--- src/urb_pkg.sv ---
`default_nettype none

package urb_pkg;

  // Default ring size in bytes (one slot always kept free)
  localparam int unsigned RING_DEPTH_DEF = 256;

  typedef enum logic [1:0] {
    OP_CPU_READ   = 2'd0,
    OP_CPU_WRITE  = 2'd1,
    OP_LINE_RX    = 2'd2,
    OP_LINE_READY = 2'd3
  } op_t;

  typedef enum logic [1:0] {
    ST_DONE  = 2'd0,
    ST_EMPTY = 2'd1,
    ST_FULL  = 2'd2
  } status_t;

  localparam logic [7:0] CHAR_CR = 8'h0D;
  localparam logic [7:0] CHAR_LF = 8'h0A;

endpackage

`default_nettype wire

--- src/urb_if.sv ---
`default_nettype none

// Event channel: one beat is one CPU or line event
interface urb_req_if import urb_pkg::*; ();
  logic       valid;
  logic       ready;
  op_t        operation;
  logic [7:0] data_in;

  modport source (output valid, operation, data_in, input ready);
  modport sink   (input valid, operation, data_in, output ready);
endinterface

// Result channel: one beat per event
interface urb_rsp_if import urb_pkg::*; ();
  logic       valid;
  logic       ready;
  status_t    status;
  logic [7:0] data_out;
  logic       line_send;
  logic       rx_irq_enable;
  logic       tx_irq_enable;

  modport source (output valid, status, data_out, line_send, rx_irq_enable,
                  tx_irq_enable, input ready);
  modport sink   (input valid, status, data_out, line_send, rx_irq_enable,
                  tx_irq_enable, output ready);
endinterface

`default_nettype wire

--- src/urb_ring_ram.sv ---
`default_nettype none

// Byte ring storage: one write port, one registered read port
module urb_ring_ram import urb_pkg::*; #(
  parameter int unsigned RING_DEPTH = RING_DEPTH_DEF,
  localparam int unsigned AW = $clog2(RING_DEPTH)
) (
  input  wire logic          clk,
  input  wire logic          we,
  input  wire logic [AW-1:0] waddr,
  input  wire logic [7:0]    wdata,
  input  wire logic          re,
  input  wire logic [AW-1:0] raddr,
  output logic      [7:0]    rdata
);

  logic [7:0] mem [RING_DEPTH];

  always_ff @(posedge clk) begin
    if (we) begin
      mem[waddr] <= wdata;
    end
  end

  // Read data holds until the next read
  always_ff @(posedge clk) begin
    if (re) begin
      rdata <= mem[raddr];
    end
  end

endmodule

`default_nettype wire

--- src/uart_rx_tx_ring_buffers.sv ---
`default_nettype none

// An accepted event beat is registered in the read stage, then in the output
// register. One event per cycle while the result channel takes beats; the ring read
// is issued at accept and each ring memory's registered read port delivers the byte
// in the next cycle. Reset clears the ring pointers, both interrupt enables and the
// pipeline valids; ring contents are not cleared and are never read unwritten.
module uart_rx_tx_ring_buffers import urb_pkg::*; #(
  parameter int unsigned RING_DEPTH = RING_DEPTH_DEF
) (
  input  wire logic  clk,
  input  wire logic  rst,
  urb_req_if.sink    req,
  urb_rsp_if.source  rsp
);

  localparam int unsigned AW = $clog2(RING_DEPTH);
  localparam logic [AW-1:0] PTR_LAST = AW'(RING_DEPTH - 1);

  // Pointers and enables
  logic [AW-1:0] rx_head, rx_tail, tx_head, tx_tail;
  logic [AW-1:0] rx_head_inc, rx_tail_inc, tx_head_inc, tx_tail_inc;
  logic          rx_ie, tx_ie, rx_ie_next, tx_ie_next;

  // Read stage
  logic    s1_valid;
  status_t s1_status;
  logic    s1_rd_rx, s1_rd_tx;
  logic    s1_rx_ie, s1_tx_ie;

  // Ring ports
  logic       rx_we, rx_re, tx_we, tx_re;
  logic [7:0] rx_wdata, rx_rdata, tx_rdata;

  logic    accept, advance;
  logic    rx_empty, rx_full, tx_empty, tx_full;
  status_t status_c;

  assign rx_head_inc = (rx_head == PTR_LAST) ? '0 : rx_head + 1'b1;
  assign rx_tail_inc = (rx_tail == PTR_LAST) ? '0 : rx_tail + 1'b1;
  assign tx_head_inc = (tx_head == PTR_LAST) ? '0 : tx_head + 1'b1;
  assign tx_tail_inc = (tx_tail == PTR_LAST) ? '0 : tx_tail + 1'b1;

  assign rx_empty = (rx_head == rx_tail);
  assign rx_full  = (rx_head_inc == rx_tail);
  assign tx_empty = (tx_head == tx_tail);
  assign tx_full  = (tx_head_inc == tx_tail);

  // Read stage moves on when the output register is free or being drained
  assign advance   = s1_valid && (!rsp.valid || rsp.ready);
  assign req.ready = !s1_valid || advance;
  assign accept    = req.valid && req.ready;

  assign rx_wdata = (req.data_in == CHAR_CR) ? CHAR_LF : req.data_in;

  // Event decode
  always_comb begin
    status_c   = ST_DONE;
    rx_we      = 1'b0;
    rx_re      = 1'b0;
    tx_we      = 1'b0;
    tx_re      = 1'b0;
    rx_ie_next = rx_ie;
    tx_ie_next = tx_ie;
    unique case (req.operation)
      OP_CPU_READ: begin
        rx_ie_next = 1'b1;
        if (rx_empty) begin
          status_c = ST_EMPTY;
        end else begin
          rx_re = accept;
        end
      end
      OP_CPU_WRITE: begin
        tx_ie_next = 1'b1;
        if (tx_full) begin
          status_c = ST_FULL;
        end else begin
          tx_we = accept;
        end
      end
      OP_LINE_RX: begin
        if (rx_full) begin
          status_c   = ST_FULL;
          rx_ie_next = 1'b0;
        end else begin
          rx_we      = accept;
          rx_ie_next = 1'b1;
        end
      end
      OP_LINE_READY: begin
        if (tx_empty) begin
          status_c   = ST_EMPTY;
          tx_ie_next = 1'b0;
        end else begin
          tx_re      = accept;
          tx_ie_next = 1'b1;
        end
      end
      default: begin
        status_c = ST_DONE;
      end
    endcase
  end

  urb_ring_ram #(.RING_DEPTH(RING_DEPTH)) u_rx_ring (
    .clk   (clk),
    .we    (rx_we),
    .waddr (rx_head),
    .wdata (rx_wdata),
    .re    (rx_re),
    .raddr (rx_tail),
    .rdata (rx_rdata)
  );

  urb_ring_ram #(.RING_DEPTH(RING_DEPTH)) u_tx_ring (
    .clk   (clk),
    .we    (tx_we),
    .waddr (tx_head),
    .wdata (req.data_in),
    .re    (tx_re),
    .raddr (tx_tail),
    .rdata (tx_rdata)
  );

  // Pointer and enable state
  always_ff @(posedge clk) begin
    if (rst) begin
      rx_head <= '0;
      rx_tail <= '0;
      tx_head <= '0;
      tx_tail <= '0;
      rx_ie   <= 1'b0;
      tx_ie   <= 1'b0;
    end else if (accept) begin
      if (rx_we) rx_head <= rx_head_inc;
      if (rx_re) rx_tail <= rx_tail_inc;
      if (tx_we) tx_head <= tx_head_inc;
      if (tx_re) tx_tail <= tx_tail_inc;
      rx_ie <= rx_ie_next;
      tx_ie <= tx_ie_next;
    end
  end

  // Read stage: waits for ring read data
  always_ff @(posedge clk) begin
    if (rst) begin
      s1_valid <= 1'b0;
    end else if (accept) begin
      s1_valid <= 1'b1;
    end else if (advance) begin
      s1_valid <= 1'b0;
    end
  end

  always_ff @(posedge clk) begin
    if (accept) begin
      s1_status <= status_c;
      s1_rd_rx  <= rx_re;
      s1_rd_tx  <= tx_re;
      s1_rx_ie  <= rx_ie_next;
      s1_tx_ie  <= tx_ie_next;
    end
  end

  // Output register
  always_ff @(posedge clk) begin
    if (rst) begin
      rsp.valid <= 1'b0;
    end else if (advance) begin
      rsp.valid <= 1'b1;
    end else if (rsp.ready) begin
      rsp.valid <= 1'b0;
    end
  end

  always_ff @(posedge clk) begin
    if (advance) begin
      rsp.status        <= s1_status;
      rsp.line_send     <= s1_rd_tx;
      rsp.data_out      <= s1_rd_rx ? rx_rdata : (s1_rd_tx ? tx_rdata : 8'h00);
      rsp.rx_irq_enable <= s1_rx_ie;
      rsp.tx_irq_enable <= s1_tx_ie;
    end
  end

  ap_rx_store_nonempty: assert property (@(posedge clk) disable iff (rst)
    (accept && rx_we) |=> (rx_head != rx_tail))
    else $error("rx ring empty right after a stored byte");

  ap_tx_store_nonempty: assert property (@(posedge clk) disable iff (rst)
    (accept && tx_we) |=> (tx_head != tx_tail))
    else $error("tx ring empty right after a stored byte");

  ap_single_ring_read: assert property (@(posedge clk) disable iff (rst)
    s1_valid |-> !(s1_rd_rx && s1_rd_tx))
    else $error("both rings read for one event");

  ap_send_is_done: assert property (@(posedge clk) disable iff (rst)
    (rsp.valid && rsp.line_send) |-> (rsp.status == ST_DONE))
    else $error("line send with a non-done status");

  ap_stage_holds: assert property (@(posedge clk) disable iff (rst)
    (s1_valid && !advance) |=> (s1_valid && $stable(s1_status)))
    else $error("read stage lost a stalled event");

endmodule

`default_nettype wire
--- src/flat_wrapper.sv ---
// flat-port wrapper written by rule: the top's interface ports become plain ports
module uart_rx_tx_ring_buffers_flat import urb_pkg::*;
#(
  parameter int unsigned RING_DEPTH = RING_DEPTH_DEF
)
  (clk, rst, req_valid, req_operation, req_data_in, req_ready, rsp_valid, rsp_status, rsp_data_out, rsp_line_send, rsp_rx_irq_enable, rsp_tx_irq_enable, rsp_ready);
  urb_req_if req_i ();
  urb_rsp_if rsp_i ();
  input  wire logic clk;
  input  wire logic rst;
  input wire logic [$bits(req_i.valid)-1:0] req_valid;
  input wire logic [$bits(req_i.operation)-1:0] req_operation;
  input wire logic [$bits(req_i.data_in)-1:0] req_data_in;
  output wire logic [$bits(req_i.ready)-1:0] req_ready;
  output wire logic [$bits(rsp_i.valid)-1:0] rsp_valid;
  output wire logic [$bits(rsp_i.status)-1:0] rsp_status;
  output wire logic [$bits(rsp_i.data_out)-1:0] rsp_data_out;
  output wire logic [$bits(rsp_i.line_send)-1:0] rsp_line_send;
  output wire logic [$bits(rsp_i.rx_irq_enable)-1:0] rsp_rx_irq_enable;
  output wire logic [$bits(rsp_i.tx_irq_enable)-1:0] rsp_tx_irq_enable;
  input wire logic [$bits(rsp_i.ready)-1:0] rsp_ready;
  assign req_i.valid = req_valid;
  assign req_i.operation = req_operation;
  assign req_i.data_in = req_data_in;
  assign req_ready = req_i.ready;
  assign rsp_valid = rsp_i.valid;
  assign rsp_status = rsp_i.status;
  assign rsp_data_out = rsp_i.data_out;
  assign rsp_line_send = rsp_i.line_send;
  assign rsp_rx_irq_enable = rsp_i.rx_irq_enable;
  assign rsp_tx_irq_enable = rsp_i.tx_irq_enable;
  assign rsp_i.ready = rsp_ready;
  uart_rx_tx_ring_buffers #(.RING_DEPTH(RING_DEPTH)) u_core (.clk(clk), .rst(rst), .req(req_i), .rsp(rsp_i));
endmodule
--- config.mk ---
export PLATFORM = sky130hd
export DESIGN_NAME = uart_rx_tx_ring_buffers_flat
export DESIGN_NICKNAME = d
export VERILOG_FILES = /design/src/urb_pkg.sv /design/src/urb_if.sv /design/src/urb_ring_ram.sv /design/src/uart_rx_tx_ring_buffers.sv /design/src/flat_wrapper.sv
export SDC_FILE = /design/constraint.sdc
export NUM_CORES = 2
export LEC_CHECK = 0
export BUFFER_PORTS_ARGS = -buffer_cell sky130_fd_sc_hd__buf_4
export CORE_ASPECT_RATIO = 1.4
export CORE_MARGIN = 2
export CORE_UTILIZATION = 55
export CTS_CLUSTER_DIAMETER = 50
export CTS_CLUSTER_SIZE = 12
export DETAILED_ROUTE_END_ITERATION = 6
export PLACE_DENSITY = 0.77
export SLEW_MARGIN = 10
export SYNTH_ARGS = -nofsm -noshare
export SYNTH_HDL_FRONTEND = slang
export SYNTH_SLANG_ARGS = --single-unit
--- constraint.sdc ---
create_clock -name clk -period 7.1 [get_ports clk]
set_clock_uncertainty 0.15 [all_clocks]
set_input_delay 1.42 -clock clk [delete_from_list [all_inputs] [get_ports clk]]
set_output_delay 1.42 -clock clk [all_outputs]
set_load 0.03 [all_outputs]
-- Yosys cells after proc, flatten, opt, wreduce, memory -nomap -nowiden
Memory sizes are Yosys's and may differ from the RTL's. A register that Yosys moved wholly into a read port is not among the register bits.
Cells that the tools add are included.
- add/sub/neg operators: 4
- eq/ne operators: 12
- multiplexer cells: 32
- reductions and logical operators: 13
- operator list (operator ; number):
    8-bit two-way mux ; 7
    8-bit by 1-bit adder with 8-bit output (second input constant) ; 4
    8-bit equality test ; 4
    8-bit equality test (second input constant) ; 4
    1-bit two-way mux ; 20
    8-bit by 4-bit equality test with 1-bit output (second input constant) ; 1
    2-bit case mux with 4 select lines ; 1
    2-bit AND reduction ; 4
    2-bit equality test (second input constant) ; 2
    2-bit two-way mux ; 2
    1-bit case mux with 2 select lines ; 2
    2-bit nonzero test ; 2
    2-bit by 1-bit equality test with 1-bit output (second input constant) ; 1
    1-bit logical AND ; 2
    1-bit logical NOT ; 2
    2-bit logical NOT ; 1
    1-bit logical OR ; 2
- bits in registers: 55
- memory bits (writable): 4096
- bits of input ports: 14
- output and inout bits: 15
- logic and storage cells: 81
- memories: 2
- memories (memory ; depth ; bits a word ; rd ports ; clocked after memory_dff ; write ports ; line ; RTL):
    u_core.u_rx_ring.mem ; 256 ; 8 ; 1 ; 1 ; 1 ; urb_ring_ram.sv:17 ; logic [7:0] mem [RING_DEPTH];
    u_core.u_tx_ring.mem ; 256 ; 8 ; 1 ; 1 ; 1 ; urb_ring_ram.sv:17 ;

-- Depth between registers and ports, before layout
- depth after elaboration: 9
- gate-level depth with buffers: 13
- gate-level depth less buffers: 9

-- Modules after synthesis
Synthesis repeated with hierarchy kept, for this count alone.
- cells, all modules: 7837
- area, all modules: 162658.5 um^2
- by module, submodules not included (module ; instances ; cells an instance ; area an instance (um^2) ; sequential area each (um^2)):
    urb_ring_ram ; 2 ; 3733 ; 79636.4 ; 61739.2
    uart_rx_tx_ring_buffers ; 1 ; 371 ; 3385.7 ; 1291.2

-- Least setup slack after synthesis
OpenSTA, ideal clock, no wires.
- kind: input to register
- from: input port req_data_in[3]
- to: memory u_core.u_rx_ring.mem[0][3] (data pin)
- setup time: 1012 ps
- arrival: 5246 ps
- data required time: 5938 ps
- path slack: 692 ps
- stages: 1
- path buffers: 1
- cell sequence: clkbuf_1
- longest elaborated chain between the ends: 2
- RTL lines (element ; line ; RTL):
    start, declared ; flat_wrapper.sv:13 ; input wire logic [$bits(req_i.data_in)-1:0] req_data_in;
    8-bit by 4-bit equality test with 1-bit output ; uart_rx_tx_ring_buffers.sv:54 ; assign rx_wdata = (req.data_in == CHAR_CR) ? CHAR_LF : req.data_in;
    8-bit two-way mux (*) ; uart_rx_tx_ring_buffers.sv:54 ;
    end, declared ; urb_ring_ram.sv:17 ;
Mark *: on every way between the ends. The rest lies on a longest branch, timed or not.

-- Worst setup path after layout
- from: register u_core.tx_head[0]
- to: memory u_core.u_tx_ring.mem[104][7] (enable)
- longest elaborated chain between the ends: 7
- elaborated cells between the ends (all ways): 8
- those cells by class: 1 x add/sub; 2 x eq/ne; 5 x mux
- RTL lines (element ; line ; RTL):
    start, declared ; uart_rx_tx_ring_buffers.sv:21 ; logic [AW-1:0] rx_head, rx_tail, tx_head, tx_tail;
    start signal, assigned ; uart_rx_tx_ring_buffers.sv:138 ; if (tx_we) tx_head <= tx_head_inc;
    8-bit by 1-bit adder with 8-bit output or 8-bit equality test (tied branches) ; uart_rx_tx_ring_buffers.sv:41 ; assign tx_head_inc = (tx_head == PTR_LAST) ? '0 : tx_head + 1'b1;
    8-bit two-way mux ; uart_rx_tx_ring_buffers.sv:41 ;
    8-bit equality test ; uart_rx_tx_ring_buffers.sv:47 ; assign tx_full = (tx_head_inc == tx_tail);
    1-bit two-way mux ; uart_rx_tx_ring_buffers.sv:76 ; if (tx_full) begin
    1-bit two-way mux ; uart_rx_tx_ring_buffers.sv:65 ; unique case (req.operation)
    1-bit two-way mux ; urb_ring_ram.sv:20 ; if (we) begin
    1-bit two-way mux (implied by the code) ; urb_ring_ram.sv:21 ; mem[waddr] <= wdata;
    end, declared ; urb_ring_ram.sv:17 ;
Parallel ways exist; a longest one is shown, timed or not.

==> flow_summary.json <==
{
  "place.gp.congestion": 0.949,
  "p_leak_nw": 53.7,
  "status": "complete, no violations",
  "grt_usage_pct": 29.0,
  "drive_above_1_share_pct": 22.2,
  "ant_nets": 0,
  "slew_viol_final": 0,
  "max_freq_mhz": 180,
  "holdPathStages": 2,
  "core_area_sq_um": 298000,
  "crit_path_max_fanout": 116,
  "required_ps": 7450,
  "critical_path_class": "register to register",
  "first_global_vias": 85300,
  "setup_viol": 0,
  "synth-main-ff-cell": "edfxtp_1",
  "die_y_um": 651,
  "multiInputGateArea_sq_um": 36900,
  "pre_cts_slack_ps": 1000,
  "drt-pass1-iter-count": 6,
  "crit_start": "u_core.tx_head[0]",
  "critPathArrivalTime_ps": 5910,
  "setup_ws_ps": 1540,
  "die_w_um": 466,
  "power_density_nw_per_um2": 262,
  "worst_setup_path_start_kind": "register",
  "ys_warn_count": 0,
  "hold_path_end": "u_core.tx_ie",
  "vias": 85200,
  "root_buffer": "clkbuf_16",
  "syn_area_per_cell_sq_um": 21.0,
  "fin_crit_ps": 5560,
  "dp_hpwl_um": 265000,
  "postCtsHoldBufs": 0,
  "antenna_found_initial": 19,
  "htreeDepth": 5,
  "fp-row-count": 237,
  "nets": 7957,
  "slowest_stage": "nor3_1",
  "grt_pass1_wl_um": 629000,
  "cap_violations": 0,
  "syn-cell-area_sq_um": 165000,
  "post-place-cells": 11500,
  "synth_cells": 7835,
  "cp-end-kind": "register",
  "layoutNonFillerInstCount": 12000,
  "syn-num-nets": 7859,
  "max_stage_delay_ps": 1100,
  "final_common_cell": "edfxtp_1",
  "insertion_delay_ps": 940,
  "ff2ff_path_depth": 9,
  "initial_utilization_pct": 55.3,
  "seq_area_sq_um": 125000,
  "numCtsBuffers": 400,
  "hold_path_class": "register to register",
  "drt_iter0_drc": 12500,
  "r2r_end": "u_core.u_tx_ring.mem[104][7]",
  "rsz0062_at_grt": "false",
  "drc": 0,
  "synth_seq_cells": 4167,
  "ys_seq_area_share_pct": 75.8,
  "ir_worst_vdd_mv": 0.248,
  "timing.final.crit_share_pct": 78.3,
  "r2r-start": "u_core.tx_head[0]",
  "min_from": "u_core.tx_ie",
  "clkSlewWorstSetupHoldPaths_ps": 60,
  "synthArstFlopShare_pct": 0,
  "routedWlPerCell_um": 37.1,
  "tightest_slew_ps": 1410,
  "avgViaCountPerCell": 7.10,
  "cts_tree": "yes",
  "synth_edf_count": 4131,
  "portBuffers": 28,
  "cts_resized": 0,
  "hold_viol": 0,
  "maxSlewHeadroom_pct": 5.17,
  "fill_cells": 19800,
  "ys_types": 89,
  "layout_common_cells": "4,131 x edfxtp_1, 989 x mux4_2, 407 x clkbuf_16",
  "grt_start_max_net_pins": 159,
  "dieArea_sq_um": 304000,
  "syn2layout_area_growth_pct": 9.42,
  "finalPower_mw": 47.1,
  "regToRegSetupSlack_ps": 1540,
  "cts.sinks": 4167,
  "post_cts_buffers": 0,
  "totalWireLength_um": 444000,
  "grt-ovfl-total": 0,
  "pin_count": 29,
  "cts.path.max_buffers": 4,
  "setup_tns_ps": 0,
  "worstPathCellList": "ha_1 -> nand3_2 -> nor2_1 -> a21oi_1 -> xnor2_1 -> a211o_1 -> o21ai_4 -> buf_12 -> nor3_1"
}
[per-stage QoR]
step           util, %  area [sq um]  hold slack, ps
2_1_floorplan        -        165000             250
5_1_grt           60.5        180000             352
4_1_cts           60.5        180000             320
6_report          60.5        180000             319
3_3_place_gp      56.8        169000             310
3_5_place_dp      56.8        169000             312
[cell type report]
cell class	instances	area share (%)
Clock inverter	46	0.288
Clock buffer	463	5.77
Inverter	25	0.0556
Sequential cell	4167	69.3
Tap cell	3943	2.74
Timing Repair Buffer	253	1.33
Antenna cell	5	0.00695
Multi-Input combinational cell	3086	20.5
[synth_stat cells, types with 33 or more instances]
| cell type | instances | area, sq um |
|---|---|---|
| nand2_1 | 191 | 717 |
| nor2_1 | 153 | 574 |
| clkbuf_1 | 224 | 841 |
| buf_2 | 163 | 816 |
| nor2b_1 | 35 | 219 |
| edfxtp_1 | 4131 | 124000 |
| a21oi_1 | 164 | 821 |
| nor3_1 | 300 | 1500 |
| a221oi_1 | 92 | 806 |
| mux2i_1 | 322 | 3220 |
| o22ai_1 | 45 | 282 |
| and4_1 | 156 | 1370 |
| xnor2_1 | 33 | 289 |
| mux4_2 | 989 | 22300 |
| o21ai_0 | 95 | 475 |
| buf_1 | 45 | 169 |
| buf_4 | 48 | 360 |
| dfxtp_1 | 36 | 721 |
| and3_1 | 61 | 382 |
| a211oi_1 | 42 | 315 |
| nand3_1 | 43 | 215 |
| a22oi_1 | 52 | 390 |
| o221ai_1 | 38 | 333 |
| buf_6 | 61 | 687 |
[metal layers]
metal | GRT usage (%) | vias up | wire length (um)
li1 | - | 33100 | -
met5 | 0 | - | 138
met1 | 35.3 | 44000 | 145000
met3 | 5.78 | 1509 | 45200
met4 | 20.3 | 20 | 38100
met2 | 46.7 | 6570 | 216000
[critical path, delay by kind of cell (launching register included)]
family | cells | cell delay (ps)
buffers and inverters | 1 | 390
adder cells (fa/ha/maj) | 1 | 380
flip-flops | 1 | 520
AND/OR/NAND/NOR | 3 | 2430
AO/OA/AOI/OAI | 3 | 800
XOR/XNOR | 1 | 210
[flip-flops by register name, indices dropped and copies added (netlist names), 2 cells and up]
register	count
u_core.rx_head	8
u_core.u_rx_ring.mem	2048
u_core.rx_tail	8
u_core.rsp.status	2
u_core.s1_status	2
u_core.tx_tail	8
u_core.u_tx_ring.rdata	8
u_core.u_tx_ring.mem	2048
u_core.tx_head	8
u_core.rsp.data_out	8
u_core.u_rx_ring.rdata	8
[report_power, final]
part	switching, mW	leakage (nW)	internal [mW]
registers	0.0183	37.4	27.0
clock network	8.65	5.32	10.4
logic	0.757	10.9	0.210
[kinds of logic (layout without fill, tap and decap cells)]
logic type	Yosys count	in the layout	synth area share [%]
AND/OR/NAND/NOR	1035	1035	3.43
flip-flops	4167	4167	75.8
buffers and inverters	582	787	1.92
other	0	5	0
multiplexers	1338	1338	15.8
XOR/XNOR	40	40	0.213
AO/OA/AOI/OAI	663	663	2.79
adder cells (fa/ha/maj)	10	10	0.0760
[worst max path at each step]
stage,endpoint,depth (start not counted)
3_3_place_gp,u_core.u_tx_ring.mem[59][1],10
3_5_place_dp,u_core.u_tx_ring.mem[57][6],10
6_report,u_core.u_tx_ring.mem[104][7],9
5_1_grt,u_core.u_tx_ring.mem[104][7],9
2_1_floorplan,u_core.u_rx_ring.mem[0][3],1
4_1_cts,u_core.u_tx_ring.mem[104][7],9
Note: power is estimated with default switching activity, not from simulation.
